`src/ota_pkg.sv`:
```
package ota_pkg;

  localparam int SAMPLE_W   = 16;
  localparam int TEMP_W     = 16;
  localparam int CFG_DATA_W = 16;
  localparam int CFG_IDX_W  = 3;

  localparam int TEMP_CEIL      = 12500;
  localparam int TEMP_FLOOR_MAG = 32768;

  typedef logic [SAMPLE_W-1:0]   sample_t;
  typedef logic signed [TEMP_W-1:0] temp_t;
  typedef logic [CFG_IDX_W-1:0]  cfg_idx_t;
  typedef logic [CFG_DATA_W-1:0] cfg_data_t;

  localparam cfg_idx_t REG_NUM_READINGS  = 3'd0;
  localparam cfg_idx_t REG_REF_VOLTAGE   = 3'd1;
  localparam cfg_idx_t REG_AVG_DEPTH     = 3'd2;
  localparam cfg_idx_t REG_ZERO_OFFSET   = 3'd3;
  localparam cfg_idx_t REG_SLOPE_DIVISOR = 3'd4;

  localparam logic [2:0]  RST_NUM_READINGS  = 3'd1;
  localparam logic [15:0] RST_REF_VOLTAGE   = 16'd3300;
  localparam logic [3:0]  RST_AVG_DEPTH     = 4'd1;
  localparam logic [15:0] RST_ZERO_OFFSET   = 16'd500;
  localparam logic [15:0] RST_SLOPE_DIVISOR = 16'd10;

  // queue status seen by both sides
  typedef struct packed {
    logic full;
    logic empty;
  } q_stat_t;

endpackage

```
`src/ota_fifo.sv`:
```
module ota_fifo #(
  parameter int W = 22
) (
  input  logic             clk,
  input  logic             rst,
  input  logic             push,
  input  logic [W-1:0]     push_data,
  input  logic             pop,
  output logic [W-1:0]     pop_data,
  output ota_pkg::q_stat_t stat
);
  import ota_pkg::*;

  logic [W-1:0] mem [2];
  logic         wr_ptr;
  logic         rd_ptr;
  logic [1:0]   count;

  assign stat.full  = (count == 2'd2);
  assign stat.empty = (count == 2'd0);
  assign pop_data   = mem[rd_ptr];

  always_ff @(posedge clk) begin
    if (rst) begin
      wr_ptr <= 1'b0;
      rd_ptr <= 1'b0;
      count  <= 2'd0;
    end else begin
      if (push) wr_ptr <= ~wr_ptr;
      if (pop) rd_ptr <= ~rd_ptr;
      if (push && !pop) count <= count + 2'd1;
      else if (pop && !push) count <= count - 2'd1;
    end
  end

  always_ff @(posedge clk) begin
    if (push) mem[wr_ptr] <= push_data;
  end

endmodule

```
`src/ota_front.sv`:
```
module ota_front #(
  parameter int NW    = 3,
  parameter int SUM_W = 19
) (
  input  logic                clk,
  input  logic                rst,
  input  logic                s_tvalid,
  output logic                s_tready,
  input  ota_pkg::sample_t    s_tdata,
  input  logic [NW-1:0]       eff_n,
  input  ota_pkg::q_stat_t    q_stat,
  output logic                push,
  output logic [NW+SUM_W-1:0] push_data
);
  import ota_pkg::*;

  logic [SUM_W-1:0] sample_sum;
  logic [NW-1:0]    samples_taken;
  logic [SUM_W-1:0] sum_next;
  logic [NW-1:0]    taken_next;
  logic             accept;
  logic             group_done;

  assign s_tready   = !q_stat.full;
  assign accept     = s_tvalid && s_tready;
  assign sum_next   = sample_sum + SUM_W'(s_tdata);
  assign taken_next = samples_taken + NW'(1);
  // a lowered count closes the group on the next beat
  assign group_done = (taken_next >= eff_n);
  assign push       = accept && group_done;
  assign push_data  = {eff_n, sum_next};

  always_ff @(posedge clk) begin
    if (rst) begin
      sample_sum    <= '0;
      samples_taken <= '0;
    end else if (accept) begin
      if (group_done) begin
        sample_sum    <= '0;
        samples_taken <= '0;
      end else begin
        sample_sum    <= sum_next;
        samples_taken <= taken_next;
      end
    end
  end

endmodule

```
`src/ota_div.sv`:
```
module ota_div #(
  parameter int DW = 35,
  parameter int VW = 19
) (
  input  logic          clk,
  input  logic          rst,
  input  logic          start,
  input  logic [DW-1:0] dividend,
  input  logic [VW-1:0] divisor,
  output logic          done,
  output logic [DW-1:0] quotient
);
  import ota_pkg::*;

  localparam int CW = $clog2(DW);

  logic          busy;
  logic [CW-1:0] cnt;
  logic [DW-1:0] q;
  logic [VW-1:0] rem;
  logic [VW-1:0] dsr;
  logic [VW:0]   shifted;
  logic [VW:0]   trial;
  logic          fits;

  // restoring division, one quotient bit per cycle
  assign shifted  = {rem, q[DW-1]};
  assign trial    = shifted - {1'b0, dsr};
  assign fits     = !trial[VW];
  assign quotient = q;

  always_ff @(posedge clk) begin
    if (rst) begin
      busy <= 1'b0;
      done <= 1'b0;
    end else begin
      done <= !start && busy && (cnt == CW'(DW - 1));
      if (start) begin
        busy <= 1'b1;
      end else if (busy && cnt == CW'(DW - 1)) begin
        busy <= 1'b0;
      end
    end
  end

  always_ff @(posedge clk) begin
    if (start) begin
      cnt <= '0;
      q   <= dividend;
      rem <= '0;
      dsr <= divisor;
    end else if (busy) begin
      cnt <= cnt + CW'(1);
      rem <= fits ? trial[VW-1:0] : shifted[VW-1:0];
      q   <= {q[DW-2:0], fits};
    end
  end

endmodule

```
`src/ota_back.sv`:
```
module ota_back #(
  parameter int HD    = 10,
  parameter int NW    = 3,
  parameter int SUM_W = 19,
  parameter int DPW   = 4
) (
  input  logic                clk,
  input  logic                rst,
  input  ota_pkg::q_stat_t    q_stat,
  input  logic [NW+SUM_W-1:0] q_data,
  output logic                pop,
  input  logic [15:0]         ref_voltage,
  input  logic [15:0]         zero_offset,
  input  logic [15:0]         slope,
  input  logic [DPW-1:0]      eff_depth,
  output logic                m_tvalid,
  input  logic                m_tready,
  output logic [31:0]         m_tdata
);
  import ota_pkg::*;

  localparam int DW = SUM_W + 16;
  localparam int SW = $clog2(HD);
  localparam int AW = TEMP_W + $clog2(HD);

  localparam logic [3:0] S_IDLE   = 4'd0;
  localparam logic [3:0] S_MUL    = 4'd1;
  localparam logic [3:0] S_MVGO   = 4'd2;
  localparam logic [3:0] S_MVWAIT = 4'd3;
  localparam logic [3:0] S_TGO    = 4'd4;
  localparam logic [3:0] S_TWAIT  = 4'd5;
  localparam logic [3:0] S_CLAMP  = 4'd6;
  localparam logic [3:0] S_WALK   = 4'd7;
  localparam logic [3:0] S_AGO    = 4'd8;
  localparam logic [3:0] S_AWAIT  = 4'd9;
  localparam logic [3:0] S_OUT    = 4'd10;

  logic [3:0]              state;
  logic [SUM_W-1:0]        sum_r;
  logic [NW-1:0]           n_r;
  logic [DW-1:0]           prod;
  logic [DW-1:0]           div_a;
  logic [SUM_W-1:0]        div_b;
  logic                    div_go;
  logic                    div_done;
  logic [DW-1:0]           dq;
  logic signed [SUM_W:0]   diff;
  logic                    neg_r;
  temp_t                   temp_r;
  temp_t                   avg_r;
  temp_t                   history [HD];
  logic [SW-1:0]           write_slot;
  logic [SW-1:0]           walk_idx;
  logic [DPW-1:0]          walk_cnt;
  logic signed [AW-1:0]    acc;

  logic [SUM_W-1:0]        mv;
  logic signed [SUM_W:0]   diff_c;
  logic [SUM_W:0]          diff_neg;
  logic [SUM_W-1:0]        diff_mag;
  logic [SUM_W-1:0]        mv_div;
  logic [SUM_W-1:0]        tq;
  temp_t                   temp_c;
  logic [AW-1:0]           acc_neg;
  logic [AW-1:0]           acc_mag;
  logic [TEMP_W-1:0]       aq;
  logic [TEMP_W-1:0]       avg_c;
  logic                    out_free;

  ota_div #(.DW(DW), .VW(SUM_W)) u_div (
    .clk      (clk),
    .rst      (rst),
    .start    (div_go),
    .dividend (div_a),
    .divisor  (div_b),
    .done     (div_done),
    .quotient (dq)
  );

  assign pop = (state == S_IDLE) && !q_stat.empty;

  // sum*ref/65535/n folds into one division by 65535*n
  assign mv_div   = {n_r, 16'h0000} - SUM_W'(n_r);
  assign mv       = dq[SUM_W-1:0];
  assign diff_c   = $signed({1'b0, mv}) - $signed({{(SUM_W - 15){1'b0}}, zero_offset});
  assign diff_neg = -diff;
  assign diff_mag = diff[SUM_W] ? diff_neg[SUM_W-1:0] : diff[SUM_W-1:0];

  assign tq = dq[SUM_W-1:0];
  always_comb begin
    if (!neg_r) begin
      temp_c = (tq > SUM_W'(TEMP_CEIL)) ? TEMP_W'(TEMP_CEIL) : tq[TEMP_W-1:0];
    end else begin
      temp_c = (tq >= SUM_W'(TEMP_FLOOR_MAG)) ? {1'b1, {(TEMP_W - 1){1'b0}}}
                                              : -tq[TEMP_W-1:0];
    end
  end

  assign acc_neg = -acc;
  assign acc_mag = acc[AW-1] ? acc_neg : acc;
  assign aq      = dq[TEMP_W-1:0];
  assign avg_c   = neg_r ? -aq : aq;

  assign out_free = !m_tvalid || m_tready;

  always_ff @(posedge clk) begin
    if (rst) begin
      state      <= S_IDLE;
      div_go     <= 1'b0;
      write_slot <= '0;
      m_tvalid   <= 1'b0;
      for (int i = 0; i < HD; i++) history[i] <= '0;
    end else begin
      div_go <= (state == S_MVGO) || (state == S_TGO) || (state == S_AGO);
      if (state == S_OUT && out_free) m_tvalid <= 1'b1;
      else if (m_tready) m_tvalid <= 1'b0;
      case (state)
        S_IDLE: begin
          if (!q_stat.empty) state <= S_MUL;
        end
        S_MUL: state <= S_MVGO;
        S_MVGO: begin
          state <= S_MVWAIT;
        end
        S_MVWAIT: begin
          if (div_done) state <= S_TGO;
        end
        S_TGO: begin
          state <= S_TWAIT;
        end
        S_TWAIT: begin
          if (div_done) state <= S_CLAMP;
        end
        S_CLAMP: begin
          history[write_slot] <= temp_c;
          write_slot <= (write_slot == SW'(HD - 1)) ? '0 : write_slot + SW'(1);
          state <= S_WALK;
        end
        S_WALK: begin
          if (walk_cnt + DPW'(1) == eff_depth) state <= S_AGO;
        end
        S_AGO: begin
          state <= S_AWAIT;
        end
        S_AWAIT: begin
          if (div_done) state <= S_OUT;
        end
        S_OUT: begin
          if (out_free) state <= S_IDLE;
        end
        default: state <= S_IDLE;
      endcase
    end
  end

  always_ff @(posedge clk) begin
    case (state)
      S_IDLE: begin
        sum_r <= q_data[SUM_W-1:0];
        n_r   <= q_data[NW+SUM_W-1:SUM_W];
      end
      S_MUL: prod <= DW'(sum_r) * DW'(ref_voltage);
      S_MVGO: begin
        div_a <= prod;
        div_b <= mv_div;
      end
      S_MVWAIT: begin
        if (div_done) diff <= diff_c;
      end
      S_TGO: begin
        neg_r <= diff[SUM_W];
        div_a <= DW'(diff_mag);
        div_b <= SUM_W'(slope);
      end
      S_CLAMP: begin
        temp_r   <= temp_c;
        walk_idx <= write_slot;
        walk_cnt <= '0;
        acc      <= '0;
      end
      S_WALK: begin
        acc      <= acc + AW'(history[walk_idx]);
        walk_idx <= (walk_idx == '0) ? SW'(HD - 1) : walk_idx - SW'(1);
        walk_cnt <= walk_cnt + DPW'(1);
      end
      S_AGO: begin
        neg_r <= acc[AW-1];
        div_a <= DW'(acc_mag);
        div_b <= SUM_W'(eff_depth);
      end
      S_AWAIT: begin
        if (div_done) avg_r <= avg_c;
      end
      S_OUT: begin
        if (out_free) m_tdata <= {avg_r, temp_r};
      end
      default: ;
    endcase
  end

endmodule

```
`src/oversampled_temperature_averager.sv`:
```
// channel   dir  beat fields (lsb first)                  handshake
// s_*       in   tdata[15:0] raw_sample                    tvalid/tready
// m_*       out  tdata[15:0] temperature, [31:16] average  tvalid/tready
// cfg_*     in   cfg_index selects register, cfg_data      cfg_we, no wait
//
// Samples are taken one per cycle while the two-entry conversion queue has room.
// A conversion runs three passes of the bit-serial divider, a walk over the last
// avg_depth history entries, and the control states between pop and result valid.
// Reset clears sums, history ring and pointers.
// A stalled result holds the back end in its last state; the front keeps
// taking samples until the queue fills.
module oversampled_temperature_averager #(
  parameter int HISTORY_DEPTH = 10,
  parameter int MAX_READINGS  = 5
) (
  input  logic              clk,
  input  logic              rst,
  input  logic              s_tvalid,
  output logic              s_tready,
  input  ota_pkg::sample_t  s_tdata,   // [15:0] raw_sample
  output logic              m_tvalid,
  input  logic              m_tready,
  output logic [31:0]       m_tdata,   // [15:0] temperature, [31:16] average
  input  logic              cfg_we,
  input  ota_pkg::cfg_idx_t cfg_index,
  input  ota_pkg::cfg_data_t cfg_data
);
  import ota_pkg::*;

  localparam int NW    = $clog2(MAX_READINGS + 1);
  localparam int SUM_W = SAMPLE_W + NW;
  localparam int DPW   = $clog2(HISTORY_DEPTH + 1);

  logic [2:0]  num_readings;
  logic [15:0] ref_voltage;
  logic [3:0]  avg_depth;
  logic [15:0] zero_offset;
  logic [15:0] slope_divisor;

  logic [NW-1:0]       eff_n;
  logic [DPW-1:0]      eff_depth;
  logic [15:0]         eff_slope;
  q_stat_t             q_stat;
  logic                push;
  logic                pop;
  logic [NW+SUM_W-1:0] push_data;
  logic [NW+SUM_W-1:0] pop_data;

  always_ff @(posedge clk) begin
    if (rst) begin
      num_readings  <= RST_NUM_READINGS;
      ref_voltage   <= RST_REF_VOLTAGE;
      avg_depth     <= RST_AVG_DEPTH;
      zero_offset   <= RST_ZERO_OFFSET;
      slope_divisor <= RST_SLOPE_DIVISOR;
    end else if (cfg_we) begin
      case (cfg_index)
        REG_NUM_READINGS:  num_readings  <= cfg_data[2:0];
        REG_REF_VOLTAGE:   ref_voltage   <= cfg_data;
        REG_AVG_DEPTH:     avg_depth     <= cfg_data[3:0];
        REG_ZERO_OFFSET:   zero_offset   <= cfg_data;
        REG_SLOPE_DIVISOR: slope_divisor <= cfg_data;
        default: ;
      endcase
    end
  end

  always_comb begin
    if (num_readings == '0) eff_n = NW'(1);
    else if (int'(num_readings) > MAX_READINGS) eff_n = NW'(MAX_READINGS);
    else eff_n = NW'(num_readings);

    if (avg_depth == '0) eff_depth = DPW'(1);
    else if (int'(avg_depth) > HISTORY_DEPTH) eff_depth = DPW'(HISTORY_DEPTH);
    else eff_depth = DPW'(avg_depth);
  end

  assign eff_slope = (slope_divisor == '0) ? 16'd1 : slope_divisor;

  ota_front #(.NW(NW), .SUM_W(SUM_W)) u_front (
    .clk       (clk),
    .rst       (rst),
    .s_tvalid  (s_tvalid),
    .s_tready  (s_tready),
    .s_tdata   (s_tdata),
    .eff_n     (eff_n),
    .q_stat    (q_stat),
    .push      (push),
    .push_data (push_data)
  );

  ota_fifo #(.W(NW + SUM_W)) u_fifo (
    .clk       (clk),
    .rst       (rst),
    .push      (push),
    .push_data (push_data),
    .pop       (pop),
    .pop_data  (pop_data),
    .stat      (q_stat)
  );

  ota_back #(.HD(HISTORY_DEPTH), .NW(NW), .SUM_W(SUM_W), .DPW(DPW)) u_back (
    .clk         (clk),
    .rst         (rst),
    .q_stat      (q_stat),
    .q_data      (pop_data),
    .pop         (pop),
    .ref_voltage (ref_voltage),
    .zero_offset (zero_offset),
    .slope       (eff_slope),
    .eff_depth   (eff_depth),
    .m_tvalid    (m_tvalid),
    .m_tready    (m_tready),
    .m_tdata     (m_tdata)
  );

endmodule

```
`config.mk`:
```
export PLATFORM = sky130hd
export DESIGN_NAME = oversampled_temperature_averager
export DESIGN_NICKNAME = d
export VERILOG_FILES = /design/src/ota_pkg.sv /design/src/ota_fifo.sv /design/src/ota_front.sv /design/src/ota_div.sv /design/src/ota_back.sv /design/src/oversampled_temperature_averager.sv
export SDC_FILE = /design/constraint.sdc
export NUM_CORES = 2
export LEC_CHECK = 0
export ABC_AREA = 1
export ABC_CLOCK_PERIOD_IN_PS = 7500
export BUFFER_PORTS_ARGS = -buffer_cell sky130_fd_sc_hd__buf_2
export CAP_MARGIN = 0
export CORE_MARGIN = 4
export CORE_UTILIZATION = 50
export DETAILED_ROUTE_END_ITERATION = 8
export HOLD_SLACK_MARGIN = 0.1
export PLACE_DENSITY_LB_ADDON = 0.05
export SLEW_MARGIN = 5
export SYNTH_ARGS = -nofsm -noshare
export SYNTH_HDL_FRONTEND = slang
export SYNTH_SLANG_ARGS = --single-unit
```
`constraint.sdc`:
```
create_clock -name clk -period 7.5 [get_ports clk]
set_input_delay 1.5 -clock clk [delete_from_list [all_inputs] [get_ports clk]]
set_output_delay 1.5 -clock clk [all_outputs]
set_load 0.03 [all_outputs]
```
* After elaboration in Yosys (flattened, before gate mapping)
Memories as Yosys holds them, arrays and structs flattened. A register that Yosys moved wholly into a read port is not among the register bits. Index checks and enable logic that the tools add are counted.
Word-level totals: memory bits (writable) 204, memories 2, input bits 40, word-level logic and storage cells 171, register bits 374, output and inout bits 34
Memories:
- u_back.history | depth 10, width 16, read ports 1, clocked after memory_dff 1, write ports 10, line ota_back.sv:51 | temp_t history [HD];
- u_fifo.mem | depth 2, width 22, read ports 1, clocked after memory_dff 1, write ports 1, line ota_fifo.sv:14 | logic [W-1:0] mem [2];
Cells by class: multiplexer cells 48, bitwise logic cells 2, reductions and logical operators 43, $add $sub $neg 15, equal/unequal tests 24, $mul 1, magnitude comparators 5
Operator list (number):
- case mux 35 bit (3 select lines) | 1
- 2-to-1 mux 16 bit | 6
- 2-to-1 mux 35 bit | 2
- 2-to-1 mux 19 bit | 3
- case mux 19 bit (3 select lines) | 1
- 2-to-1 mux 4 bit | 12
- case mux 4 bit (11 select lines) | 1
- case mux 20 bit (2 select lines) | 1
- multiplier 19 x 16 -> 35 bit | 1
- adder 20 x 16 -> 20 bit | 1
- 2-to-1 mux 20 bit | 1
- negation 20 bit | 1
- subtractor 19 x 16 -> 20 bit | 1
- subtractor 20 x 19 -> 20 bit | 1
- adder 19 x 16 -> 19 bit | 1
- >= comparator 19 x 16 -> 1 bit (second input constant) | 1
- > comparator 19 x 14 -> 1 bit (second input constant) | 1
- negation 19 bit | 1
- subtractor 19 x 3 -> 19 bit | 1
- == test 4 x 3 -> 1 bit (second input constant) | 4
- == test 4 bit (second input constant) | 4
- zero test 16 bit | 1
- negation 16 bit | 1
- case mux 4 bit (2 select lines) | 2
- other kinds (35) | 88

* Longest topological paths before layout
depth in word-level cells 9, mapped depth 27, gate-level depth less buffers 25

* By module
From an unflattened synthesis, not the netlist that was laid out.
Unflattened totals: cells, all modules 5120, area total of the unflattened synthesis 44785.5 um^2
Modules (own cells, without submodules):
- ota_back | cells each 3734, area an instance 33789.9 um^2, times used 1, seq. area each 14694.1 um^2
- ota_div | cells each 609, area an instance 4780.8 um^2, times used 1, seq. area each 2162.1 um^2
- oversampled_temperature_averager | cells each 358, area an instance 2372.3 um^2, times used 1, seq. area each 1101.1 um^2
- ota_front | cells each 318, area an instance 2024.4 um^2, times used 1, seq. area each 440.4 um^2
- ota_fifo | cells each 101, area an instance 1818.0 um^2, times used 1, seq. area each 1421.4 um^2

* Least setup slack after synthesis
Ideal clock, no wire load.
path kind register to register, from reg u_back.sum_r[7], to reg u_back.prod[32] (data pin), arrival 5.399 ns, cell stages (with the launch flop) 23, setup time 0.252 ns, data required time 7.248 ns, slack 1.848 ns, clock period less this slack 5.652 ns, path buffers 2, cell sequence edfxtp_1 -> clkbuf_1 -> clkbuf_1 -> nand2_1 -> fa_1 -> inv_1 -> fa_1 -> inv_1 -> fa_1 -> inv_1 -> fa_1 -> fa_1 -> inv_1 -> fa_1 -> inv_1 -> ha_1 -> nand2_1 -> nor2_1 -> nand2_1 -> o21ai_0 -> nand4_1 -> nand3_1 -> nand2_1
On the way: word-level cells in the longest chain between the ends 1
Ends and longest elaborated chain:
- from (decl) | line ota_back.sv:39 | logic [SUM_W-1:0] sum_r;
- from (signal assigned) | line ota_back.sv:159 | sum_r <= q_data[SUM_W-1:0];
- multiplier 19 x 16 -> 35 bit | line ota_back.sv:162 | S_MUL: prod <= DW'(sum_r) * DW'(ref_voltage);
- to (signal assigned) | line ota_back.sv:162
- to (decl) | line ota_back.sv:41 | logic [DW-1:0] prod;
No other way between the ends. A chain may end at the register's enable or synchronous reset.

* Worst setup path in the final report
from reg ref_voltage[1], to reg u_back.prod[32] (data pin)
On the way: word-level cells in the longest chain between the ends 1
Ends and longest elaborated chain:
- from (decl) | line oversampled_temperature_averager.sv:35 | logic [15:0] ref_voltage;
- from (signal assigned) | line oversampled_temperature_averager.sv:59 | REG_REF_VOLTAGE: ref_voltage <= cfg_data;
- multiplier 19 x 16 -> 35 bit | line ota_back.sv:162
No other way between the ends.

==> flow_metrics.env <==
export IMPL_syn_area_um2=43900
export IMPL_syn_nets=5344
export IMPL_cts_buffers=80
export IMPL_hold_buffers=0
export IMPL_drive_gt1_share_pct=6.18
export IMPL_synth_top_family_by_area="simple AND/OR/NAND/NOR gates"
export IMPL_arrival_ns=6.43
export IMPL_hold_start="u_back.temp_r[12]"
export IMPL_nets=5344
export IMPL_clock_path_buffers=3
export IMPL_grt_pass1_vias=31601
export IMPL_avgSynthCellArea_um2=9.02
export IMPL_worstRegToRegCells=18
export IMPL_n_fill_cell=7980
export IMPL_rsz0062_at_grt="no"
export IMPL_finalClockSkew_ns=0.0214
export IMPL_hp_class="register to register"
export IMPL_r2r_slack_ns=1.46
export IMPL_muxShareOfSynthArea_pct=1.39
export IMPL_synth_cell_type_count=58
export IMPL_worst_pin_slew_ns=1.04
export IMPL_setup_violations_final=0
export IMPL_drc=0
export IMPL_ios=74
export IMPL_slew_headroom_pct=30.7
export IMPL_start_util_pct=50.5
export IMPL_die_h_um=304
export IMPL_yosysSeqAreaShare_pct=45.1
export IMPL_yosysWarnings=0
export IMPL_syn_inst=4873
export IMPL_synthAdderAreaFrac_pct=16.4
export IMPL_mostFrequentLayoutCells="nand2_1 (1,105), inv_1 (821), edfxtp_1 (578)"
export IMPL_synth_top_flop_cell="edfxtp_1"
export IMPL_yosysTopAreaCell="edfxtp_1"
export IMPL_vias_per_cell=5.26
export IMPL_synth_compound_area_share_pct=8.83
export IMPL_die_x_um=304
export IMPL_maxCapViolations=0
export IMPL_yosysTopAreaCellShare_pct=39.5
export IMPL_post_cts_buffers=0
export IMPL_cp_end_kind="register"
export IMPL_wl_um=113000
export IMPL_r2r_end="u_back.prod[32]"
export IMPL_fin_crit_ns=6.04
export IMPL_cts_tree="done"
export IMPL_clk_pin_slew_ns=0.06
export IMPL_hold_viol_final=0
export IMPL_worstSetupPathType="register to register"
export IMPL_crit_required_ns=7.89
export IMPL_grt_overflow=0
export IMPL_period_share_pct=80.5
export IMPL_drv_slew=0
export IMPL_crit_fanout=20
export IMPL_row_count=108
export IMPL_antenna_found_initial=0
export IMPL_post_synth_and_or_nand_nor_area_fraction_pct=17.9
export IMPL_async_flop_share_pct=0
export IMPL_area_growth_pct=9.07
export IMPL_wire_per_inst_um=18.5
export IMPL_synth_area_leaders="edfxtp_1 (40%), fa_1 (11%), nand2_1 (9.4%)"
export IMPL_grt_start_max_net_pins=79
export IMPL_crit_path_start_kind="register"
export IMPL_reg2reg_from="ref_voltage[1]"
export IMPL_diodes=0
export IMPL_dieArea_um2=92700
export IMPL_mostFrequentLayoutCell="nand2_1"
export IMPL_synth_enable_flop_cells=578
export IMPL_grt_pass1_wl_um=178000
export IMPL_drt_pass1_iter_count=7
export IMPL_dr_total_vias=32047
export IMPL_cts_resized=0
export IMPL_drtIter0Drc=2370
export IMPL_outcome="complete, no violations"
export IMPL_core_um2=87000
export IMPL_hpwl_um=83000
export IMPL_fmax_ghz=0.166
export IMPL_clk_latency_ns=0.65
export IMPL_grt_usage_pct=24.3
export IMPL_ys_ff_latch=700
export IMPL_port_buffers=73
export IMPL_htreeDepth=3
export IMPL_synth_xor_area_share_pct=1.40
export IMPL_ant_nets=0
export IMPL_whs_ns=0.413
export IMPL_min_path_cells=0
export IMPL_hold_end="u_back.m_tdata[12]"
export IMPL_place_congestion=0.893
export IMPL_root_buffer="clkbuf_16"
export IMPL_cts_num_sinks=700
export IMPL_fin_tns_setup_ns=0
[critical path, cell delays in order (launching register included)]
cell and delay (ns):
dfxtp_1 0.86, nand2_1 0.17, fa_1 0.56, fa_1 0.53
fa_1 0.51, inv_1 0.05, fa_1 0.52, fa_1 0.54
inv_1 0.05, fa_1 0.52, inv_1 0.04, ha_1 0.34
nand2_1 0.13, nor2_1 0.16, nand2_1 0.06, o21ai_0 0.39
nand4_1 0.18, nand3_1 0.11, nand2_1 0.06
[final cells by class]
| cell class | instances | area, um^2 | share of cell area (%) |
|---|---|---|---|
| inverters | 836 | 3140 | 6.55 |
| clock inverters | 47 | 533 | 1.11 |
| well taps | 1155 | 1450 | 3.02 |
| repair buffers | 106 | 613 | 1.28 |
| multi-input cells | 3149 | 20200 | 42.2 |
| clock buffers | 100 | 2150 | 4.49 |
| flip-flops and latches | 700 | 19800 | 41.3 |
[metal layers]
metal	vias up	global-route usage (%)	share of wire (%)
li1	15784	-	-
met1	15260	32.6	44
met2	809	41.4	49
met3	194	2.93	4.4
met4	0	7.90	3.0
met5	-	0	0
[flip-flops by register name, summed over array words and instances (netlist names), 19 cells and up, named ones only]
register / cells
u_back.acc: 20
u_back.diff: 20
u_back.div_a: 35
u_back.div_b: 19
u_back.history: 256
u_back.m_tdata: 32
u_back.prod: 35
u_back.sum_r: 19
u_back.u_div.dsr: 19
u_back.u_div.quotient: 35
u_back.u_div.rem: 19
u_fifo.mem: 44
u_front.sample_sum: 19
[per-stage QoR]
stage | cells | utilization (%) | setup WS [ns] | area, um^2
5_1_grt | 6093 | 55.1 | 1.04 | 47900
2_1_floorplan | 4873 | - | 1.85 | 43900
6_report | 6093 | 55.1 | 1.46 | 47900
3_5_place_dp | 5946 | 52.0 | 1.44 | 45200
3_3_place_gp | 5946 | 52.0 | 1.52 | 45200
4_1_cts | 6093 | 55.1 | 1.43 | 47900
[cell usage after synthesis, types with 60 or more instances]
cell type and number:
a21oi_1 271, clkbuf_1 144, dfxtp_1 122, edfxtp_1 578, fa_1 240, ha_1 191
inv_1 822, mux2i_1 60, nand2_1 1105, nand3_1 208, nor2_1 418, o211ai_1 85
o21ai_0 271
[how the worst max path moves through the flow]
stage | depth (start not counted) | slack, ns | end | from
after floorplan | 22 | 1.85 | u_back.prod[32] | u_back.sum_r[7]
after global placement | 20 | 1.52 | u_back.prod[32] | u_back.sum_r[7]
after detailed placement | 18 | 1.44 | u_back.prod[32] | ref_voltage[1]
after CTS | 20 | 1.43 | u_back.prod[32] | u_back.sum_r[7]
after global routing | 18 | 1.04 | u_back.prod[34] | ref_voltage[10]
final | 18 | 1.46 | u_back.prod[32] | ref_voltage[1]
[kinds of logic after synthesis]
logic type,after synthesis
fa+ha+maj,431
xor+xnor,70
compound gates,698
mux,61
flops,700
buf+inv,1024
simple gates,1889
Power is not shown: default switching activity piles up to over one toggle a cycle in this logic, so the estimate is an artifact.
